==> src/rtl/bswi_pkg.sv <==
// ----------------------------------------------------------------------------
// bswi_pkg: shared types and codes for the bounded stack with insert
// Request and status codes, controller states, and the command and status
// bundles passed between the controller and the datapath.
// ----------------------------------------------------------------------------
`default_nettype none

package bswi_pkg;

    localparam int OP_W   = 2;
    localparam int VAL_W  = 64;
    localparam int POS_W  = 4;
    localparam int STAT_W = 2;
    localparam int CNT_W  = 5;
    localparam int CAP_W  = 5;

    localparam logic [CAP_W-1:0] CAP_RESET = 5'd16;

    localparam logic [OP_W-1:0] OP_PUSH   = 2'd0;
    localparam logic [OP_W-1:0] OP_POP    = 2'd1;
    localparam logic [OP_W-1:0] OP_INSERT = 2'd2;
    localparam logic [OP_W-1:0] OP_UNUSED = 2'd3;

    localparam logic [STAT_W-1:0] STAT_OK     = 2'd0;
    localparam logic [STAT_W-1:0] STAT_FULL   = 2'd1;
    localparam logic [STAT_W-1:0] STAT_EMPTY  = 2'd2;
    localparam logic [STAT_W-1:0] STAT_BADPOS = 2'd3;

    typedef enum logic [2:0] {
        S_IDLE,
        S_POP,
        S_SHIFT_RD,
        S_SHIFT_WR,
        S_PLACE
    } state_t;

    typedef struct packed {
        logic              push;
        logic              pop_rd;
        logic              pop_out;
        logic              ins_load;
        logic              shift_rd;
        logic              shift_wr;
        logic              place;
        logic              reject;
        logic [STAT_W-1:0] rej_code;
    } cmd_t;

    typedef struct packed {
        logic full;
        logic empty;
        logic bad_pos;
        logic at_top;
        logic shift_last;
    } dp_stat_t;

endpackage

`default_nettype wire

==> src/rtl/bswi_ram.sv <==
// ----------------------------------------------------------------------------
// bswi_ram: generic single-port-write, single-port-read RAM
// One write and one registered read per cycle.
// ----------------------------------------------------------------------------
`default_nettype none

module bswi_ram #(
    parameter int WIDTH = 64,
    parameter int DEPTH = 16,
    parameter int AW    = (DEPTH > 1) ? $clog2(DEPTH) : 1
) (
    input  wire logic             clk,
    input  wire logic             we,
    input  wire logic [AW-1:0]    waddr,
    input  wire logic [WIDTH-1:0] wdata,
    input  wire logic             re,
    input  wire logic [AW-1:0]    raddr,
    output logic      [WIDTH-1:0] rdata
);

    logic [WIDTH-1:0] mem [DEPTH];
    logic [WIDTH-1:0] rdata_reg;

    always_ff @(posedge clk)
    begin
        if (we)
        begin
            mem[waddr] <= wdata;
        end
        if (re)
        begin
            rdata_reg <= mem[raddr];
        end
    end

    assign rdata = rdata_reg;

endmodule

`default_nettype wire

==> src/rtl/bswi_datapath.sv <==
// ----------------------------------------------------------------------------
// bswi_datapath: word store, count, capacity and result register
// Executes controller commands and reports full, empty and position checks.
// ----------------------------------------------------------------------------
`default_nettype none

module bswi_datapath #(
    parameter int DEPTH      = 16,
    parameter int DATA_WIDTH = 64
) (
    input  wire logic                             clk,
    input  wire logic                             rst_n,
    input  wire logic                             cfg_we,
    input  wire logic [bswi_pkg::CAP_W-1:0]       cfg_data,
    input  wire logic [bswi_pkg::VAL_W-1:0]       value,
    input  wire logic [bswi_pkg::POS_W-1:0]       position,
    input  wire bswi_pkg::cmd_t                   cmd,
    output bswi_pkg::dp_stat_t                    stat,
    output logic      [bswi_pkg::STAT_W-1:0]      status,
    output logic      [bswi_pkg::VAL_W-1:0]       popped,
    output logic      [bswi_pkg::CNT_W-1:0]       count
);

    localparam int AW  = (DEPTH > 1) ? $clog2(DEPTH) : 1;
    localparam int CW  = $clog2(DEPTH + 1);
    localparam int CMW = (CW > bswi_pkg::CAP_W) ? CW : bswi_pkg::CAP_W;
    localparam int VW  = bswi_pkg::VAL_W;

    logic [CW-1:0]                    fill_reg, fill_next;
    logic [bswi_pkg::CAP_W-1:0]       cap_reg;
    logic [AW-1:0]                    k_reg;
    logic [AW-1:0]                    pos_reg;
    logic [DATA_WIDTH-1:0]            word_reg;
    logic [bswi_pkg::STAT_W-1:0]      status_reg;
    logic [VW-1:0]                    popped_reg;
    logic [bswi_pkg::CNT_W-1:0]       count_reg;

    logic [CMW-1:0]                   fill_ext, cap_ext, usable, pos_ext, cnt_ext;
    logic [CW-1:0]                    fill_dec, fill_inc;
    logic [AW-1:0]                    k_dec;
    logic                             ram_we, ram_re;
    logic [AW-1:0]                    ram_waddr, ram_raddr;
    logic [DATA_WIDTH-1:0]            ram_wdata, ram_rdata;

    assign fill_ext = CMW'(fill_reg);
    assign cap_ext  = CMW'(cap_reg);
    assign usable   = (cap_ext > CMW'(DEPTH)) ? CMW'(DEPTH) : cap_ext;
    assign pos_ext  = CMW'(position);
    assign fill_dec = fill_reg - CW'(1);
    assign fill_inc = fill_reg + CW'(1);
    assign k_dec    = k_reg - AW'(1);

    assign stat.full       = (fill_ext >= usable);
    assign stat.empty      = (fill_reg == '0);
    assign stat.bad_pos    = (pos_ext > fill_ext);
    assign stat.at_top     = (pos_ext == fill_ext);
    assign stat.shift_last = (k_dec == pos_reg);

    always_comb
    begin
        ram_we    = cmd.push | cmd.shift_wr | cmd.place;
        ram_re    = cmd.pop_rd | cmd.shift_rd;
        ram_waddr = pos_reg;
        ram_wdata = word_reg;
        if (cmd.push)
        begin
            ram_waddr = fill_reg[AW-1:0];
            ram_wdata = value[DATA_WIDTH-1:0];
        end
        else if (cmd.shift_wr)
        begin
            ram_waddr = k_reg;
            ram_wdata = ram_rdata;
        end
        ram_raddr = cmd.pop_rd ? fill_dec[AW-1:0] : k_dec;
    end

    bswi_ram #(
        .WIDTH (DATA_WIDTH),
        .DEPTH (DEPTH)
    ) u_ram (
        .clk   (clk),
        .we    (ram_we),
        .waddr (ram_waddr),
        .wdata (ram_wdata),
        .re    (ram_re),
        .raddr (ram_raddr),
        .rdata (ram_rdata)
    );

    always_comb
    begin
        fill_next = fill_reg;
        if (cmd.push || cmd.place)
        begin
            fill_next = fill_inc;
        end
        else if (cmd.pop_rd)
        begin
            fill_next = fill_dec;
        end
    end

    assign cnt_ext = CMW'(fill_next);

    always_ff @(posedge clk or negedge rst_n)
    begin
        if (!rst_n)
        begin
            fill_reg <= '0;
            cap_reg  <= bswi_pkg::CAP_RESET;
        end
        else
        begin
            fill_reg <= fill_next;
            if (cfg_we)
            begin
                cap_reg <= cfg_data;
            end
        end
    end

    always_ff @(posedge clk)
    begin
        if (cmd.ins_load)
        begin
            k_reg    <= fill_reg[AW-1:0];
            pos_reg  <= AW'(position);
            word_reg <= value[DATA_WIDTH-1:0];
        end
        else if (cmd.shift_wr)
        begin
            k_reg <= k_dec;
        end

        if (cmd.push || cmd.place || cmd.pop_out || cmd.reject)
        begin
            status_reg <= cmd.reject ? cmd.rej_code : bswi_pkg::STAT_OK;
            popped_reg <= cmd.pop_out ? VW'(ram_rdata) : '0;
            count_reg  <= cnt_ext[bswi_pkg::CNT_W-1:0];
        end
    end

    assign status = status_reg;
    assign popped = popped_reg;
    assign count  = count_reg;

endmodule

`default_nettype wire

==> src/rtl/bswi_ctrl.sv <==
// ----------------------------------------------------------------------------
// bswi_ctrl: request sequencer for the bounded stack with insert
// Decodes requests, steps the insert shift, owns both handshakes.
// ----------------------------------------------------------------------------
`default_nettype none

module bswi_ctrl (
    input  wire logic                         clk,
    input  wire logic                         rst_n,
    input  wire logic                         in_valid,
    output logic                              in_stall,
    input  wire logic [bswi_pkg::OP_W-1:0]    operation,
    output logic                              out_valid,
    input  wire logic                         out_stall,
    input  wire bswi_pkg::dp_stat_t           stat,
    output bswi_pkg::cmd_t                    cmd
);

    bswi_pkg::state_t state_reg, state_next;
    logic             out_valid_reg, out_valid_next;
    logic             out_free;
    logic             accept;
    logic             load;

    assign out_free = !out_valid_reg || !out_stall;
    assign in_stall = !((state_reg == bswi_pkg::S_IDLE) && out_free);
    assign accept   = in_valid && !in_stall;

    always_comb
    begin
        state_next = state_reg;
        cmd        = '0;
        case (state_reg)
            bswi_pkg::S_IDLE:
            begin
                if (accept)
                begin
                    case (operation)
                        bswi_pkg::OP_PUSH:
                        begin
                            if (stat.full)
                            begin
                                cmd.reject   = 1'b1;
                                cmd.rej_code = bswi_pkg::STAT_FULL;
                            end
                            else
                            begin
                                cmd.push = 1'b1;
                            end
                        end
                        bswi_pkg::OP_POP:
                        begin
                            if (stat.empty)
                            begin
                                cmd.reject   = 1'b1;
                                cmd.rej_code = bswi_pkg::STAT_EMPTY;
                            end
                            else
                            begin
                                cmd.pop_rd = 1'b1;
                                state_next = bswi_pkg::S_POP;
                            end
                        end
                        bswi_pkg::OP_INSERT:
                        begin
                            if (stat.bad_pos)
                            begin
                                cmd.reject   = 1'b1;
                                cmd.rej_code = bswi_pkg::STAT_BADPOS;
                            end
                            else if (stat.full)
                            begin
                                cmd.reject   = 1'b1;
                                cmd.rej_code = bswi_pkg::STAT_FULL;
                            end
                            else if (stat.at_top)
                            begin
                                cmd.push = 1'b1;
                            end
                            else
                            begin
                                cmd.ins_load = 1'b1;
                                state_next   = bswi_pkg::S_SHIFT_RD;
                            end
                        end
                        default:
                        begin
                            cmd.reject   = 1'b1;
                            cmd.rej_code = bswi_pkg::STAT_OK;
                        end
                    endcase
                end
            end
            bswi_pkg::S_POP:
            begin
                cmd.pop_out = 1'b1;
                state_next  = bswi_pkg::S_IDLE;
            end
            bswi_pkg::S_SHIFT_RD:
            begin
                cmd.shift_rd = 1'b1;
                state_next   = bswi_pkg::S_SHIFT_WR;
            end
            bswi_pkg::S_SHIFT_WR:
            begin
                cmd.shift_wr = 1'b1;
                state_next   = stat.shift_last ? bswi_pkg::S_PLACE : bswi_pkg::S_SHIFT_RD;
            end
            bswi_pkg::S_PLACE:
            begin
                cmd.place  = 1'b1;
                state_next = bswi_pkg::S_IDLE;
            end
            default:
            begin
                state_next = bswi_pkg::S_IDLE;
            end
        endcase
    end

    assign load           = cmd.push | cmd.place | cmd.pop_out | cmd.reject;
    assign out_valid_next = load | (out_valid_reg & out_stall);

    always_ff @(posedge clk or negedge rst_n)
    begin
        if (!rst_n)
        begin
            state_reg     <= bswi_pkg::S_IDLE;
            out_valid_reg <= 1'b0;
        end
        else
        begin
            state_reg     <= state_next;
            out_valid_reg <= out_valid_next;
        end
    end

    assign out_valid = out_valid_reg;

endmodule

`default_nettype wire

==> src/rtl/bounded_stack_with_insert.sv <==
// ----------------------------------------------------------------------------
// bounded_stack_with_insert: LIFO word stack with positional insert
// Push, pop or insert at a position; one status/popped/count item per request.
// ----------------------------------------------------------------------------
// Steps: push, a refused request or an unused code writes the result
// register directly; pop reads the RAM (registered read), then returns
// the word; an insert below the top loads the request, moves each entry
// above the position up by one RAM read and one RAM write, then places
// the word. A new request is taken once the previous one is finished and
// the result register is free or draining. The capacity register is
// written through the cfg channel (always ready) and caps at DEPTH. The
// word store is a RAM with no reset; only written entries are ever read.
// ----------------------------------------------------------------------------
`default_nettype none

module bounded_stack_with_insert #(
    parameter int DEPTH      = 16,
    parameter int DATA_WIDTH = 64
) (
    input  wire logic                           clk,
    input  wire logic                           rst_n,
    input  wire logic                           cfg_valid,
    output logic                                cfg_ready,
    input  wire logic [bswi_pkg::CAP_W-1:0]     cfg_data,
    input  wire logic                           in_valid,
    output logic                                in_stall,
    input  wire logic [bswi_pkg::OP_W-1:0]      operation,
    input  wire logic [bswi_pkg::VAL_W-1:0]     value,
    input  wire logic [bswi_pkg::POS_W-1:0]     position,
    output logic                                out_valid,
    input  wire logic                           out_stall,
    output logic      [bswi_pkg::STAT_W-1:0]    status,
    output logic      [bswi_pkg::VAL_W-1:0]     popped,
    output logic      [bswi_pkg::CNT_W-1:0]     count
);

    bswi_pkg::cmd_t     cmd;
    bswi_pkg::dp_stat_t stat;

    assign cfg_ready = 1'b1;

    bswi_ctrl u_ctrl (
        .clk       (clk),
        .rst_n     (rst_n),
        .in_valid  (in_valid),
        .in_stall  (in_stall),
        .operation (operation),
        .out_valid (out_valid),
        .out_stall (out_stall),
        .stat      (stat),
        .cmd       (cmd)
    );

    bswi_datapath #(
        .DEPTH      (DEPTH),
        .DATA_WIDTH (DATA_WIDTH)
    ) u_dp (
        .clk      (clk),
        .rst_n    (rst_n),
        .cfg_we   (cfg_valid && cfg_ready),
        .cfg_data (cfg_data),
        .value    (value),
        .position (position),
        .cmd      (cmd),
        .stat     (stat),
        .status   (status),
        .popped   (popped),
        .count    (count)
    );

endmodule

`default_nettype wire
==> config.mk <==
export PLATFORM = sky130hd
export DESIGN_NAME = bounded_stack_with_insert
export DESIGN_NICKNAME = d
export VERILOG_FILES = /design/src/rtl/bswi_pkg.sv /design/src/rtl/bswi_ram.sv /design/src/rtl/bswi_datapath.sv /design/src/rtl/bswi_ctrl.sv /design/src/rtl/bounded_stack_with_insert.sv
export SDC_FILE = /design/constraint.sdc
export NUM_CORES = 2
export LEC_CHECK = 0
export BUFFER_PORTS_ARGS = -buffer_cell sky130_fd_sc_hd__buf_2
export CORE_ASPECT_RATIO = 1.1
export CORE_MARGIN = 2
export CORE_UTILIZATION = 55
export CTS_BUF_LIST = sky130_fd_sc_hd__clkbuf_8
export CTS_CLUSTER_SIZE = 16
export DETAILED_ROUTE_END_ITERATION = 8
export PLACE_DENSITY_LB_ADDON = 0.05
export RECOVER_POWER = 100
export SLEW_MARGIN = 20
export SYNTH_ARGS = -nofsm -noshare
export SYNTH_HDL_FRONTEND = slang
export SYNTH_SLANG_ARGS = --single-unit
==> constraint.sdc <==
create_clock -name clk -period 23.1 [get_ports clk]
set_input_delay 4.62 -clock clk [delete_from_list [all_inputs] [get_ports clk]]
set_output_delay 4.62 -clock clk [all_outputs]
set_load 0.03 [all_outputs]
==> flow_summary.ini <==
[place]
numPortBuffers = 152
finalWeightedCongestion = 0.783
dp_hpwl_um = 58400
dp_cells = 4249

[cells_and_area]
final_cell_mix = 1231 x edfxtp_1, 459 x nand2_1, 261 x a21oi_1, 259 x mux2i_1, 212 x clkbuf_1
largest_reg_flops = 1024
drive_above_1_share_pct = 8.89
layout_commonest_cell = edfxtp_1
area_growth_pct = 10.7
final_cells = 4595
nNetsFinal = 3383
largest_register = u_dp.u_ram.mem

[clocking]
numClockSinks = 1245
cts_tree = yes
post_cts_resized = 0
max-clock-path-buffers = 3
root_buffer = clkbuf_8
h-tree-depth = 4
clk_latency_ns = 0.87
clkTransAtPathRegs_ns = 0.06
cts-buffers-inserted = 196
post_cts_buffers = 0
cts-hold-fix-buffers = 0

[route]
ant_nets = 0
vias = 28142
drt-initial-drc-count = 2783
viasPerCell = 6.12
wl_per_cell_um = 26.1
wirelength_um = 120000
drc_errors = 0
first_pass_iters = 8

[worst_setup_path]
start_kind = input pin
cp_max_fo = 181
critPathCaptureType = flip-flop
required_ns = 23.76
criticalPathCategory = input pin to flip-flop
critPathArrivalTime_ns = 16.28

[power]
p_per_area_nw_per_um2 = 115
power_leakage_nw = 17.9
pwr-share-comb_pct = 24.4
ir_drop_v = 0.0000739
swShare_pct = 32.6
p_clk_share_pct = 27.3
p_sw_mw = 2.01
internal_power_mw = 4.16
sequentialPowerShare_pct = 48.3
total_power_mw = 6.17

[sta]
rsz0062_at_grt = false
hold_viol = 0
fin_crit_ns = 15.61
finalSetupTns_ns = 0
slew_violations = 2025
setup_viol = 0
timing.hold.ws_ns = 0.518
worstMarginPinSlew_ns = 9.75
finClkSkew_ns = 0.0356
slew_headroom_pct = -550
clock.fmax_ghz = 0.0640
min_period_over_period_pct = 67.6

[flow_run]
cap_violations = 62

[logic_synthesis]
ys_seq_elements = 1245
yosys_warnings = 0
synth_cell_types = 56
synth.avg_cell_area_um2 = 16.0
synthFlopType = edfxtp_1
syn_nets = 3140
seq_area_frac_synth_pct = 76.7
synth-async-reset-ratio_pct = 1.12
syn_area_um2 = 48700
netlist_instances = 3044
synth_edf_count = 1231

[global_route]
grt_usage_pct = 26.3
grt_pass1_vias = 27839
grt_pass1_wl_um = 175000
antenna_found_initial = 6
grt_max_degree = 182
overflow = 0

[floorplanning]
rows = 114
pin_count = 154
dieArea_um2 = 90900
coreArea_um2 = 87900
start_util_pct = 55.4
dieWidth_um = 288
fp.dieH_um = 316

[hold_path]
holdCritPathClass = flip-flop to flip-flop

[outcome]
outcome = complete, but fails checks
violations = capacitance limit, slew limit
## worst paths after layout
| path | slack (ns) | cells past startpoint | endpoint | startpoint |
|---|---|---|---|---|
| max | 7.49 | 9 | u_dp.u_ram.rdata[7]$_DFFE_PP_ | out_stall |
| min reg2reg | 0.52 | 1 | u_dp.cap_ext[0]$_DFFE_PN0P_ | u_dp.cap_ext[0]$_DFFE_PN0P_ |
| min in group asynchronous | 3.85 | 1 | u_ctrl.state_reg[2]$_DFFE_PN0P_ | rst_n |
| max in group asynchronous | 18.73 | 1 | u_dp.fill_ext[4]$_DFF_PN0_ | rst_n |
| min | 0.52 | 1 | u_dp.cap_ext[0]$_DFFE_PN0P_ | u_dp.cap_ext[0]$_DFFE_PN0P_ |
| max reg2reg | 10.82 | 8 | u_dp.u_ram.rdata[7]$_DFFE_PP_ | u_ctrl.state_reg[2]$_DFFE_PN0P_ |
## cell families (layout without fill, tap and decap cells)
| family | after synthesis | count (layout) | synth area share, % |
|---|---|---|---|
| other | 1 | 5 | 0.00770 |
| AOI/OAI and AO/OA | 685 | 685 | 10.1 |
| buffers and inverters | 229 | 616 | 2.04 |
| and+or+nand+nor | 590 | 590 | 5.07 |
| xor gates and xnor gates | 14 | 14 | 0.252 |
| muxes | 264 | 264 | 5.46 |
| DFF | 1245 | 1245 | 76.7 |
| adders and majority gates | 16 | 16 | 0.411 |
## cell type report
type,count,area (um^2)
Sequential cell,1245,37300
Antenna cell,4,10.0
Timing Repair Buffer,256,1070
Tap cell,1160,1450
Multi-Input combinational cell,1570,10500
Fill cell,6672,34000
Inverter,18,67.6
Clock buffer,203,2790
Clock inverter,139,718
## cell usage after synthesis, types with 11 or more instances
cell type,count,area [um^2]
a2111o_1,64,721
a21oi_1,261,1310
a221oi_1,193,1690
a32oi_1,67,587
and2_1,66,413
buf_2,86,430
clkbuf_1,116,435
dfrtp_1,13,325
edfxtp_1,1231,37000
ha_1,16,200
inv_1,18,67.6
mux2i_1,259,2590
nand2_1,459,1720
nor2_1,32,120
o21ai_0,69,345
xnor2_1,11,96.3
## through the flow
stage | instance area [um^2] | utilization (%) | setup slack (ns)
floorplan | 48700 | - | 11.79
global placement | 51000 | 58.0 | 12.96
detailed placement | 51000 | 58.0 | 13.03
CTS | 54500 | 62.0 | 13.03
global route | 53900 | 61.3 | 6.77
finish | 53900 | 61.3 | 7.49
## power by group through the flow
| stage | Sequential (mW) | Clock (mW) | Combinational [mW] |
|---|---|---|---|
| after floorplan | 3.10 | 0 | 0.922 |
| after global placement | 3.00 | 0 | 1.50 |
| after detailed placement | 3.00 | 0 | 1.54 |
| after CTS | 2.96 | 1.72 | 1.54 |
| after global routing | 3.00 | 1.81 | 1.63 |
| final | 2.98 | 1.68 | 1.51 |
## routing by layer
layer	up-vias	global-route usage [%]	part of all wire (%)
met4	6	9.62	3.0
met5	-	0	0.033
met2	1097	43.3	49
li1	12516	-	-
met1	14286	35.8	42
met3	237	4.35	6.4
## critical path, stage by stage
cell	delay, ns
clkbuf_1	0.09
a2111oi_0	1.12
a41o_1	0.43
and2_4	0.67
clkbuf_1	6.76
buf_4	1.55
a21oi_1	0.16
a221oi_1	0.50
a2111o_1	0.25
No activity file was read; power rests on OpenSTA's default activity.
